$ cat config.mk
export PLATFORM = sky130hd
export DESIGN_NAME = encoder_edge_timestamp_sampler_top
export DESIGN_NICKNAME = d
export VERILOG_FILES = /design/src/design/eets_pkg.sv /design/src/design/eets_result_fifo.sv /design/src/design/encoder_edge_timestamp_sampler_top.sv
export SDC_FILE = /design/constraint.sdc
export NUM_CORES = 2
export LEC_CHECK = 0
export BUFFER_PORTS_ARGS = -buffer_cell sky130_fd_sc_hd__buf_2
export CAP_MARGIN = 0
export CORE_UTILIZATION = 30
export CTS_BUF_LIST = sky130_fd_sc_hd__clkbuf_4 sky130_fd_sc_hd__clkbuf_8 sky130_fd_sc_hd__clkbuf_16
export CTS_CLUSTER_SIZE = 12
export DETAILED_ROUTE_END_ITERATION = 8
export PLACE_DENSITY = 0.55
export SLEW_MARGIN = 15
export SYNTH_ARGS = -nofsm -noshare
export SYNTH_HDL_FRONTEND = slang
export SYNTH_SLANG_ARGS = --single-unit
$ cat constraint.sdc
create_clock -name i_clk -period 7.6 [get_ports i_clk]
set_input_delay 1.52 -clock i_clk [delete_from_list [all_inputs] [get_ports i_clk]]
set_output_delay 1.52 -clock i_clk [all_outputs]
set_load 0.02 [all_outputs]
$ cat src/design/eets_pkg.sv
// ----------------------------------------------------------------------------
// eets_pkg
// Shared types and constants for the encoder edge timestamp sampler.
// ----------------------------------------------------------------------------
package eets_pkg;

    // Defaults for the top-level parameters
    localparam int RECORDS_PER_PACKET_DEF = 100;
    localparam int PACKET_BUFFERS_DEF     = 3;

    // Register reset values
    localparam logic [31:0] RECORD_INTERVAL_RST  = 32'd75000;
    localparam logic [31:0] WRAP_THRESHOLD_RST   = 32'd2147483647;
    localparam logic [31:0] EDGE_COUNT_LIMIT_RST = 32'h5FFF_FFFF;

    // Register indexes on the configuration port
    localparam int          CFG_IDX_W = 2;
    localparam logic [1:0]  CFG_RECORD_INTERVAL  = 2'd0;
    localparam logic [1:0]  CFG_WRAP_THRESHOLD   = 2'd1;
    localparam logic [1:0]  CFG_EDGE_COUNT_LIMIT = 2'd2;

    // Width of the internal slot and buffer arithmetic (one bit of headroom)
    localparam int SLOT_W      = 7;
    localparam int SLOT_CALC_W = SLOT_W + 1;
    localparam int BUF_W       = 2;
    localparam int BUF_CALC_W  = BUF_W + 1;

    // Result queue
    localparam int MAX_RESULTS    = 3;
    localparam int RES_FIFO_DEPTH = 4;
    localparam int RES_PTR_W      = $clog2(RES_FIFO_DEPTH);
    localparam int RES_CNT_W      = $clog2(RES_FIFO_DEPTH + 1);

    typedef enum logic [1:0] {
        KIND_RECORD = 2'd0,
        KIND_QUAD   = 2'd1,
        KIND_READY  = 2'd2
    } t_kind;

    typedef struct packed {
        t_kind              kind;
        logic [BUF_W-1:0]   buffer_number;
        logic [SLOT_W-1:0]  slot_number;
        logic [31:0]        stamp;
        logic [31:0]        wrap_count;
        logic [31:0]        edges_seen;
        logic [31:0]        edges_since_index;
        logic               quad_bit;
        logic               last;
    } t_result;

endpackage

$ cat src/design/eets_result_fifo.sv
// ----------------------------------------------------------------------------
// eets_result_fifo
// Small result queue: takes up to MAX_RESULTS results in one cycle, in order,
// and hands them out one beat per cycle while i_stall is low.
// ----------------------------------------------------------------------------
module eets_result_fifo (
    input  logic                i_clk,
    input  logic                i_rst_n,
    input  logic [eets_pkg::MAX_RESULTS-1:0] i_push,
    input  eets_pkg::t_result   i_entry [eets_pkg::MAX_RESULTS],
    output logic                o_room,
    output logic                o_valid,
    input  logic                i_stall,
    output eets_pkg::t_result   o_head
);
    import eets_pkg::*;

    t_result                r_mem [RES_FIFO_DEPTH];
    logic [RES_PTR_W-1:0]   r_wr_ptr, n_wr_ptr;
    logic [RES_PTR_W-1:0]   r_rd_ptr, n_rd_ptr;
    logic [RES_CNT_W-1:0]   r_count, n_count;
    logic [RES_CNT_W-1:0]   occ;
    logic [RES_CNT_W-1:0]   push_cnt;
    logic [RES_PTR_W-1:0]   w_idx [MAX_RESULTS];
    logic                   pop;

    assign pop     = o_valid && !i_stall;
    assign o_valid = (r_count != '0);
    assign o_head  = r_mem[r_rd_ptr];

    // occupancy once this cycle's pop has gone
    assign occ    = r_count - RES_CNT_W'(pop);
    assign o_room = (occ <= RES_CNT_W'(RES_FIFO_DEPTH - MAX_RESULTS));

    // valid results are packed into consecutive places
    always_comb begin
        logic [RES_CNT_W-1:0] off;
        off = '0;
        for (int k = 0; k < MAX_RESULTS; k++) begin
            w_idx[k] = r_wr_ptr + off[RES_PTR_W-1:0];
            off      = off + RES_CNT_W'(i_push[k]);
        end
        push_cnt = off;
    end

    assign n_wr_ptr = r_wr_ptr + push_cnt[RES_PTR_W-1:0];
    assign n_rd_ptr = r_rd_ptr + RES_PTR_W'(pop);
    assign n_count  = occ + push_cnt;

    always_ff @(posedge i_clk) begin
        if (!i_rst_n) begin
            r_wr_ptr <= '0;
            r_rd_ptr <= '0;
            r_count  <= '0;
        end else begin
            r_wr_ptr <= n_wr_ptr;
            r_rd_ptr <= n_rd_ptr;
            r_count  <= n_count;
        end
    end

    always_ff @(posedge i_clk) begin
        for (int k = 0; k < MAX_RESULTS; k++) begin
            if (i_push[k]) begin
                r_mem[w_idx[k]] <= i_entry[k];
            end
        end
    end

`ifndef NO_ASSERTIONS
    a_count_bound: assert property (@(posedge i_clk) disable iff (!i_rst_n)
        r_count <= RES_CNT_W'(RES_FIFO_DEPTH))
        else $error("result queue count above depth");

    a_no_overrun: assert property (@(posedge i_clk) disable iff (!i_rst_n)
        ({1'b0, occ} + {1'b0, push_cnt}) <= (RES_CNT_W+1)'(RES_FIFO_DEPTH))
        else $error("result queue overrun");

    a_push_needs_room: assert property (@(posedge i_clk) disable iff (!i_rst_n)
        (i_push != '0) |-> o_room)
        else $error("results pushed without room");
`endif

endmodule

$ cat src/design/encoder_edge_timestamp_sampler_top.sv
// ----------------------------------------------------------------------------
// encoder_edge_timestamp_sampler_top
// Per-tick encoder edge counter and interval-driven timestamp recorder.
// ----------------------------------------------------------------------------
// A tick is taken into an input register and processed from there once the
// result queue has room, so a tick can be accepted on every clock while
// o_stall is low. Each tick yields zero to three results (sample record,
// quadrature bit, packet ready), which go into a four-entry result queue and
// appear after passing the input register and the queue. The output side
// delivers one result per cycle while i_stall is low, so a tick is processed
// only while the queue has three free places after this cycle's output beat;
// with no output stall, ticks flow at one per cycle while ticks average at
// most one result each, a rate set by the single processing stage and queue.
module encoder_edge_timestamp_sampler_top #(
    parameter int RECORDS_PER_PACKET = eets_pkg::RECORDS_PER_PACKET_DEF,
    parameter int PACKET_BUFFERS     = eets_pkg::PACKET_BUFFERS_DEF
) (
    input  logic        i_clk,
    input  logic        i_rst_n,
    // configuration
    input  logic        i_cfg_we,
    input  logic [eets_pkg::CFG_IDX_W-1:0] i_cfg_index,
    input  logic [31:0] i_cfg_data,
    // tick input
    input  logic        i_valid,
    output logic        o_stall,
    input  logic [31:0] i_timer_value,
    input  logic        i_timer_wrapped,
    input  logic        i_encoder_level,
    input  logic        i_index_level,
    input  logic        i_quad_level,
    // result output
    output logic        o_valid,
    input  logic        i_stall,
    output logic [1:0]  o_kind,
    output logic [eets_pkg::BUF_W-1:0]  o_buffer_number,
    output logic [eets_pkg::SLOT_W-1:0] o_slot_number,
    output logic [31:0] o_stamp,
    output logic [31:0] o_wrap_count,
    output logic [31:0] o_edges_seen,
    output logic [31:0] o_edges_since_index,
    output logic        o_quad_bit,
    output logic        o_last
);
    import eets_pkg::*;

    localparam logic [SLOT_CALC_W-1:0] SLOT_LIMIT = SLOT_CALC_W'(RECORDS_PER_PACKET);
    localparam logic [BUF_CALC_W-1:0]  BUF_LIMIT  = BUF_CALC_W'(PACKET_BUFFERS);

    // configuration registers
    logic [31:0]        r_record_interval;
    logic [31:0]        r_wrap_threshold;
    logic [31:0]        r_edge_count_limit;

    // input register
    logic               r_in_valid, n_in_valid;
    logic [31:0]        r_t;
    logic               r_wrapped, r_enc, r_idx, r_quad;

    // tracking state
    logic               r_prev_enc, n_prev_enc;
    logic [31:0]        r_edge_total, n_edge_total;
    logic [31:0]        r_edge_since, n_edge_since;
    logic [31:0]        r_ovf_total, n_ovf_total;
    logic [31:0]        r_last_rec, n_last_rec;
    logic [SLOT_W-1:0]  r_slot, n_slot;
    logic [BUF_W-1:0]   r_buf, n_buf;
    logic               r_quad_pend, n_quad_pend;

    logic               accept, proc, room;
    logic [31:0]        ovf_now, due, t_shift, edge_kept;
    logic               fire, edge_chg, quad_emit, pkt_full;
    logic [SLOT_CALC_W-1:0] slot_adv;
    logic [BUF_CALC_W-1:0]  buf_inc;

    logic [MAX_RESULTS-1:0] push;
    t_result            entry [MAX_RESULTS];
    t_result            head;

    // configuration writes
    always_ff @(posedge i_clk) begin
        if (!i_rst_n) begin
            r_record_interval  <= RECORD_INTERVAL_RST;
            r_wrap_threshold   <= WRAP_THRESHOLD_RST;
            r_edge_count_limit <= EDGE_COUNT_LIMIT_RST;
        end else if (i_cfg_we) begin
            case (i_cfg_index)
                CFG_RECORD_INTERVAL:  r_record_interval  <= i_cfg_data;
                CFG_WRAP_THRESHOLD:   r_wrap_threshold   <= i_cfg_data;
                CFG_EDGE_COUNT_LIMIT: r_edge_count_limit <= i_cfg_data;
                default: ;
            endcase
        end
    end

    // input register handshake
    assign proc       = r_in_valid && room;
    assign o_stall    = r_in_valid && !room;
    assign accept     = i_valid && !o_stall;
    assign n_in_valid = accept || (r_in_valid && !proc);

    always_ff @(posedge i_clk) begin
        if (!i_rst_n) begin
            r_in_valid <= 1'b0;
        end else begin
            r_in_valid <= n_in_valid;
        end
    end

    always_ff @(posedge i_clk) begin
        if (accept) begin
            r_t       <= i_timer_value;
            r_wrapped <= i_timer_wrapped;
            r_enc     <= i_encoder_level;
            r_idx     <= i_index_level;
            r_quad    <= i_quad_level;
        end
    end

    // tick processing
    always_comb begin
        ovf_now   = r_ovf_total + 32'(r_wrapped);
        due       = r_last_rec + r_record_interval;
        t_shift   = r_t + r_wrap_threshold;
        fire      = (due < r_t) || ((r_wrap_threshold < due) && (due < t_shift));
        edge_kept = (fire && (r_edge_total == r_edge_count_limit)) ? '0 : r_edge_total;
        slot_adv  = {1'b0, r_slot} + SLOT_CALC_W'(fire);
        edge_chg  = (r_enc != r_prev_enc);
        quad_emit = edge_chg && r_quad_pend;
        pkt_full  = (slot_adv >= SLOT_LIMIT);
        buf_inc   = {1'b0, r_buf} + BUF_CALC_W'(1);

        n_ovf_total  = ovf_now;
        n_last_rec   = fire ? r_t : r_last_rec;
        n_prev_enc   = r_enc;
        n_edge_total = edge_chg ? edge_kept + 32'd1 : edge_kept;
        if (!edge_chg) begin
            n_edge_since = r_edge_since;
        end else if (r_idx) begin
            n_edge_since = '0;
        end else begin
            n_edge_since = r_edge_since + 32'd1;
        end
        n_slot = pkt_full ? '0 : slot_adv[SLOT_W-1:0];
        if (!pkt_full) begin
            n_buf = r_buf;
        end else if (buf_inc >= BUF_LIMIT) begin
            n_buf = '0;
        end else begin
            n_buf = buf_inc[BUF_W-1:0];
        end
        if (pkt_full) begin
            n_quad_pend = 1'b1;
        end else if (quad_emit) begin
            n_quad_pend = 1'b0;
        end else begin
            n_quad_pend = r_quad_pend;
        end
    end

    always_ff @(posedge i_clk) begin
        if (!i_rst_n) begin
            r_prev_enc   <= 1'b0;
            r_edge_total <= '0;
            r_edge_since <= '0;
            r_ovf_total  <= '0;
            r_last_rec   <= '0;
            r_slot       <= '0;
            r_buf        <= '0;
            r_quad_pend  <= 1'b1;
        end else if (proc) begin
            r_prev_enc   <= n_prev_enc;
            r_edge_total <= n_edge_total;
            r_edge_since <= n_edge_since;
            r_ovf_total  <= n_ovf_total;
            r_last_rec   <= n_last_rec;
            r_slot       <= n_slot;
            r_buf        <= n_buf;
            r_quad_pend  <= n_quad_pend;
        end
    end

    // results of this tick, in output order: record, quadrature, ready
    always_comb begin
        entry[0]                   = '0;
        entry[0].kind              = KIND_RECORD;
        entry[0].buffer_number     = r_buf;
        entry[0].slot_number       = r_slot;
        entry[0].stamp             = r_t;
        entry[0].wrap_count        = ovf_now;
        entry[0].edges_seen        = r_edge_total;
        entry[0].edges_since_index = r_edge_since;
        entry[0].last              = !quad_emit && !pkt_full;

        entry[1]                   = '0;
        entry[1].kind              = KIND_QUAD;
        entry[1].buffer_number     = r_buf;
        entry[1].quad_bit          = r_quad;
        entry[1].last              = !pkt_full;

        entry[2]                   = '0;
        entry[2].kind              = KIND_READY;
        entry[2].buffer_number     = r_buf;
        entry[2].last              = 1'b1;

        push = {pkt_full, quad_emit, fire} & {MAX_RESULTS{proc}};
    end

    eets_result_fifo u_result_fifo (
        .i_clk   (i_clk),
        .i_rst_n (i_rst_n),
        .i_push  (push),
        .i_entry (entry),
        .o_room  (room),
        .o_valid (o_valid),
        .i_stall (i_stall),
        .o_head  (head)
    );

    assign o_kind              = head.kind;
    assign o_buffer_number     = head.buffer_number;
    assign o_slot_number       = head.slot_number;
    assign o_stamp             = head.stamp;
    assign o_wrap_count        = head.wrap_count;
    assign o_edges_seen        = head.edges_seen;
    assign o_edges_since_index = head.edges_since_index;
    assign o_quad_bit          = head.quad_bit;
    assign o_last              = head.last;

`ifndef NO_ASSERTIONS
    a_slot_range: assert property (@(posedge i_clk) disable iff (!i_rst_n)
        {1'b0, r_slot} < SLOT_LIMIT)
        else $error("slot index reached packet size");

    a_buf_range: assert property (@(posedge i_clk) disable iff (!i_rst_n)
        {1'b0, r_buf} < BUF_LIMIT)
        else $error("buffer index out of range");

    a_quad_clear: assert property (@(posedge i_clk) disable iff (!i_rst_n)
        (!r_quad_pend && $past(r_quad_pend)) |-> $past(push[1]))
        else $error("quadrature capture cleared without a quadrature result");
`endif

endmodule

# Yosys cells after proc, flatten, opt, wreduce, memory -nomap -nowiden
# Memory sizes are Yosys's and may differ from the RTL's. A register that Yosys moved wholly into a read port is not among the register bits.
# Cells that the tools add are included.
# word_totals
reg_bits	279
latch_bits	0
ram_bits	564
mem_bits_ro	0
input_bits	75
out_inout_bits	143
elab_cells	88
memories	1
# classes
add_sub_neg	15
mul	0
div_mod_pow	0
order_cmp	6
n_eq_ne	4
shifts	0
muxes	14
bitwise_logic	1
n_reduce_logical	27
# memory_table
name	depth	word_bits	read_ports	rd_ports_with_merged_regs	write_ports	line	source
u_result_fifo.r_mem	4	141	1	1	3	eets_result_fifo.sv:18	t_result r_mem [RES_FIFO_DEPTH];
# op_table
operator	count
< comparator 32 bit	3
2-to-1 mux 32 bit	3
adder 32 x 1 -> 32 bit, second input constant	2
adder 32 bit	2
adder 32 x 1 -> 32 bit	1
== test 32 bit	1
AND reduction 2 bit	7
logical AND 1 bit	9
adder 7 x 1 -> 8 bit	1
>= comparator 8 x 7 -> 1 bit, second input constant	1
2-to-1 mux 1 bit	8
2-to-1 mux 7 bit	1
zero test 1 bit	6
adder 2 x 1 -> 2 bit	2
adder 2 bit	2
2-to-1 mux 2 bit	2
adder 2 x 1 -> 3 bit, second input constant	1
adder 3 x 1 -> 3 bit	1
adder 3 bit	1
AND 3 bit	1
>= comparator 3 x 2 -> 1 bit, second input constant	1
<= comparator 3 x 1 -> 1 bit, second input constant	1
nonzero test 3 bit	1
subtractor 3 x 1 -> 3 bit	1
7 further kinds	8

# Longest topological paths before layout
# logic_depth
word_depth	10
mapped_depth	41
ltp_nobuf	40

# Modules after synthesis
# From an unflattened synthesis, not the netlist that was laid out.
# unflattened
hier_cells	5478
area_unflattened_um2	51242.9
# modules_own_cells
module	n_inst	cells_each	area_per_inst_um2
eets_result_fifo	1	3488	34664.5
encoder_edge_timestamp_sampler_top	1	1990	16578.4

# Least setup slack after synthesis
# No wires, ideal clock.
# synth_timing
kind	register to register
startpoint	register r_record_interval[3]
endpoint	memory u_result_fifo.r_mem[0][100] (netlist name)
t_arrival_ns	7.540
required_time_ns	7.468
slack_ns	-0.072
stages_incl_launch_ff	35
n_path_buf	4
period_less_slack_ns	7.672
path_cell_list	dfxtp_1 > ha_1 > o21a_1 > a21oi_2 > o311ai_2 > a31oi_4 > o31ai_1 > a211oi_1 > nor3b_1 > a211oi_1 > nor2_1 > and2_1 > o21ai_0 > a21boi_0 > ha_1 > a21o_1 > a21o_1 > a21oi_1 > nand4_1 > o41ai_2 > a21oi_4 > inv_4 > nand2_1 > inv_1 > buf_1 > ha_1 > ha_1 > xnor2_1 > xnor2_1 > nor3_1 > nand2b_1 > clkbuf_1 > clkbuf_1 > clkbuf_1 > a21oi_1
# synth_rtl
element	line	source
from (decl)	encoder_edge_timestamp_sampler_top.sv:51	logic [31:0] r_record_interval;
from (signal assigned)	encoder_edge_timestamp_sampler_top.sv:88	CFG_RECORD_INTERVAL: r_record_interval <= i_cfg_data;
to (decl)	eets_result_fifo.sv:18	

# Final worst setup path
# layout_timing
startpoint	register r_record_interval[0]
endpoint	register u_result_fifo.r_count[1]
# layout_via
elab_chain_len	9
elab_cells_between_ends	12
cone_classes	add/sub (5); order compare (4); bitwise (1); reduce/logical (2)
# layout_rtl
element	line	source
adder 32 bit (*)	encoder_edge_timestamp_sampler_top.sv:123	due = r_last_rec + r_record_interval;
< comparator 32 bit	encoder_edge_timestamp_sampler_top.sv:125	fire = (due < r_t) || ((r_wrap_threshold < due) && (due < t_shift));
logical AND 1 bit	encoder_edge_timestamp_sampler_top.sv:125	
logical OR 1 bit (*)	encoder_edge_timestamp_sampler_top.sv:125	
adder 7 x 1 -> 8 bit (*)	encoder_edge_timestamp_sampler_top.sv:127	slot_adv = {1'b0, r_slot} + SLOT_CALC_W'(fire);
>= comparator 8 x 7 -> 1 bit (*)	encoder_edge_timestamp_sampler_top.sv:130	pkt_full = (slot_adv >= SLOT_LIMIT);
AND 3 bit (*)	encoder_edge_timestamp_sampler_top.sv:206	push = {pkt_full, quad_emit, fire} & {MAX_RESULTS{proc}};
net push[2]	encoder_edge_timestamp_sampler_top.sv:76	logic [MAX_RESULTS-1:0] push;
adder 3 x 1 -> 3 bit (*)	eets_result_fifo.sv:41	off = off + RES_CNT_W'(i_push[k]);
adder 3 bit (*)	eets_result_fifo.sv:48	assign n_count = occ + push_cnt;
net u_result_fifo.n_count[1]	eets_result_fifo.sv:21	logic [RES_CNT_W-1:0] r_count, n_count;
to (signal assigned)	eets_result_fifo.sv:58	r_count <= n_count;
to (decl)	eets_result_fifo.sv:21	
# The timed path passes the listed nets; every way through them passes the cells marked *.
# A chain may end at the register's enable or synchronous reset.

==> flow_summary.ini <==
[yosys]
synth_warnings = 0
nets_in_the_synthesized_netlist = 4828
post_synthesis_mean_instance_area_um2 = 8.64
dominantRegCellSynth = sky130_fd_sc_hd__dfxtp_1
synth_seq_area_share = 0.437
netlist_area_mm2 = 0.0396
postSynth.asyncResetShare = 0
yosys_register_bits = 843
synth_enable_flop_cells = 44
synthDistinctLibCells = 87
netlist_instances = 4586

[timing]
final_hold_viol_count = 0
final_max_slew_viol_count = 0
slew-limit-headroom = 0.272
setup_slack_ns = 0.208
final_period_minus_worst_setup_slack_ns = 7.39
min_period_over_period = 0.973
worst_pin_slew_ns = 1.09
max_clock_freq_mhz = 135
fin_worst_skew_ns = 0.0313
setup_violations = 0

[routing]
number_of_drc_markers_after_the_initial_detailed_route_iteration = 2471
wirelength_mm = 131
drt-wirelength-per-cell_um = 19.8
route.detailed.drc = 0
detailroute.via_count = 33500
residual_antenna_violating_net_count_after_detailed_routing = 0
drt-vias-per-instance = 5.06
first_pass_iters = 6

[power_and_ir_drop]
power.static_leakage_nw = 18.2
p_per_area_mw_per_mm2 = 322
power.ir.vdd_worst_v = 0.000235
design_power_total_mw = 15.3

[cts]
clk_latency_ns = 0.71
numCtsBuffers = 95
ctsHtreeMaxLevel = 3
cts.sinks = 843
tritoncts_clock_tree = built
clk_path_buf_depth = 3
cts_hold_buffers = 0
ctsRootBufferMaster = sky130_fd_sc_hd__clkbuf_16
cts.reportedPaths.clkPinSlew_ns = 0.06

[global_route]
global_route.usage.total = 0.193
grt_pass1_vias = 32300
global_route_wire_length_before_repair_mm = 199
grt_start_max_net_pins = 106
grt-ovfl-total = 0
antenna_found_initial = 10

[layout]
syn_to_final_growth_pct = 20.2
fillers = 13300
drive_gt1_frac = 0.181
area.sequential_mm2 = 0.0173
multiInputGateArea_mm2 = 0.0211
num-nets-final = 5041
fin_area_mm2 = 0.0477

[critical_path]
setup.worst_path.start_class = register
worst-path-buf-inv = 6
nature_of_the_critical_path_endpoint = register
cp_slowest_cell = sky130_fd_sc_hd__fa_1
rrSetupSlack_ns = 0.21
critPathMaxStageDelay_ns = 0.56
highest_net_fanout_along_the_worst_path = 4
worst_setup_path_category = register to register
cp.arrival_ns = 7.98
worst_r2r_path_depth = 37
path_common_cell = sky130_fd_sc_hd__buf_4
worst-endpoint-required_ns = 8.19
worstSetupPathDepth = 37
cp_top_family = compound AO/OA/AOI/OAI gates

[floorplanning]
placement_rows = 133
ios = 218
floorplan.initialDensity = 0.302
die_height_um = 366
core_area_mm2 = 0.131
die_ar_mm2 = 0.134
die_width_um = 366

[place]
io_buffers = 217
place.gp.congestion = 0.889
dp.final_hpwl_mm = 86.2
dp_worst_setup_slack_ns = -0.457
area_after_detailed_placement_mm2 = 0.0438

[worst_hold_path]
worstHoldPathCells = 2
hold_path.class = register to register

[status]
run_status = finished, final reports clean

[flow_run]
max-cap-violations = 0
==> layer usage <==
metal	share of wire	GRT usage	wire length, um
met2	0.47	0.321	61600
met4	0.031	0.0623	4080
met1	0.44	0.256	58200
met3	0.056	0.0310	7420
met5	0.00019	0	25
==> worst min-delay path: cells and delay by family (launching register included) <==
family / cells / cell delay, ns
AO/OA/AOI/OAI: 1 / 0.05
flip-flops: 1 / 0.30
AND/OR/NAND/NOR: 1 / 0.05
==> per-stage QoR <==
stage                     TNS (ns)  instances  hold WS, ns  utilization
after floorplan                  0       4586        0.421            -
after global placement      -22.80       6441        0.432        0.333
after detailed placement    -71.79       6441        0.436        0.333
after global routing        -0.165       6629        0.466        0.363
final                            0       6630        0.450        0.363
after CTS                        0       6615        0.451        0.360
==> logic make-up (layout without fill, tap and decap cells) <==
| logic type | count (synthesis) | after routing | share of synthesized area |
|---|---|---|---|
| simple gates | 1838 | 1838 | 0.195 |
| compound gates | 978 | 978 | 0.147 |
| flops | 843 | 843 | 0.437 |
| buf+inv | 428 | 716 | 0.0445 |
| xor+xnor | 181 | 181 | 0.0409 |
| fa+ha+maj | 169 | 169 | 0.0540 |
| mux | 149 | 149 | 0.0824 |
| other cells | 0 | 1 | 0 |
==> synth_stat cells (all sizes together), types with 7 or more instances <==
| cell | number | area, um^2 |
|---|---|---|
| and2 | 26 | 163 |
| o21ai | 73 | 365 |
| a211o | 14 | 123 |
| a21oi | 608 | 3060 |
| edfxtp | 44 | 1320 |
| nor2 | 259 | 972 |
| o2111ai | 8 | 70.1 |
| o21a | 21 | 158 |
| nand2b | 21 | 131 |
| buf | 150 | 718 |
| a21o | 44 | 330 |
| or3 | 23 | 144 |
| o211ai | 18 | 135 |
| and4 | 7 | 61.3 |
| nor3 | 27 | 140 |
| nand2 | 1213 | 4560 |
| mux4 | 141 | 3180 |
| a211oi | 134 | 1010 |
| xnor2 | 91 | 805 |
| dfxtp | 799 | 16000 |
| nand3 | 122 | 611 |
| clkbuf | 186 | 698 |
| inv | 91 | 344 |
| and3 | 37 | 231 |
| nor2b | 23 | 144 |
| nand4 | 48 | 300 |
| xor2 | 88 | 771 |
| nor4 | 8 | 77.6 |
| or2 | 7 | 43.8 |
| ha | 163 | 2040 |
==> cell usage in the layout, fill, tap and decap left out, types with 44 or more instances in the layout <==
master / instances
sky130_fd_sc_hd__a211oi_1: 126
sky130_fd_sc_hd__a21o_1: 44
sky130_fd_sc_hd__a21oi_1: 599
sky130_fd_sc_hd__buf_2: 217
sky130_fd_sc_hd__buf_4: 193
sky130_fd_sc_hd__clkbuf_16: 95
sky130_fd_sc_hd__dfxtp_1: 792
sky130_fd_sc_hd__edfxtp_1: 44
sky130_fd_sc_hd__ha_1: 155
sky130_fd_sc_hd__inv_1: 88
sky130_fd_sc_hd__mux4_2: 141
sky130_fd_sc_hd__nand2_1: 1210
sky130_fd_sc_hd__nand3_1: 120
sky130_fd_sc_hd__nand4_1: 48
sky130_fd_sc_hd__nor2_1: 255
sky130_fd_sc_hd__o21ai_0: 59
sky130_fd_sc_hd__xnor2_1: 88
sky130_fd_sc_hd__xor2_1: 85
==> final timing paths <==
kind	startpoint	to
setup / recovery	r_record_interval[0]	u_result_fifo.r_count[1]
hold / removal	u_result_fifo.r_mem[3][2]	u_result_fifo.r_mem[3][2]
setup reg to reg	r_record_interval[0]	u_result_fifo.r_count[1]
hold reg to reg	u_result_fifo.r_mem[3][2]	u_result_fifo.r_mem[3][2]
==> flip-flops by register name (all words and copies together) (netlist names), 3 cells and up <==
signal / cells
u_result_fifo.r_mem: 564
r_edge_count_limit: 32
r_record_interval: 32
r_edge_since: 32
u_result_fifo.r_count: 3
r_t: 32
r_edge_total: 32
r_ovf_total: 32
r_slot: 7
r_wrap_threshold: 32
r_last_rec: 32
==> power by group <==
part,total (mW),switching [mW],internal (mW)
combinational,4.83,2.83,2.01
sequential,5.65,0.442,5.21
clock,4.84,1.95,2.89
total,15.3,5.22,10.1
==> timing repair <==
item	in CTS	in global routing
buffers inserted	2	13
pin swaps	10	57
cloned	0	0
endpoints found under the setup margin	562	571
resized for setup	23	68
==> cell type report <==
| class | instances | area share |
|---|---|---|
| antenna | 1 | 0.0000525 |
| timing repair buffer | 452 | 0.0707 |
| multi-input combinational | 3315 | 0.443 |
| clock inverter | 35 | 0.00995 |
| clock buffer | 137 | 0.0593 |
| sequential | 843 | 0.364 |
| tap | 1755 | 0.0461 |
| inverter | 92 | 0.00735 |
(Power assumes the default switching activity.)
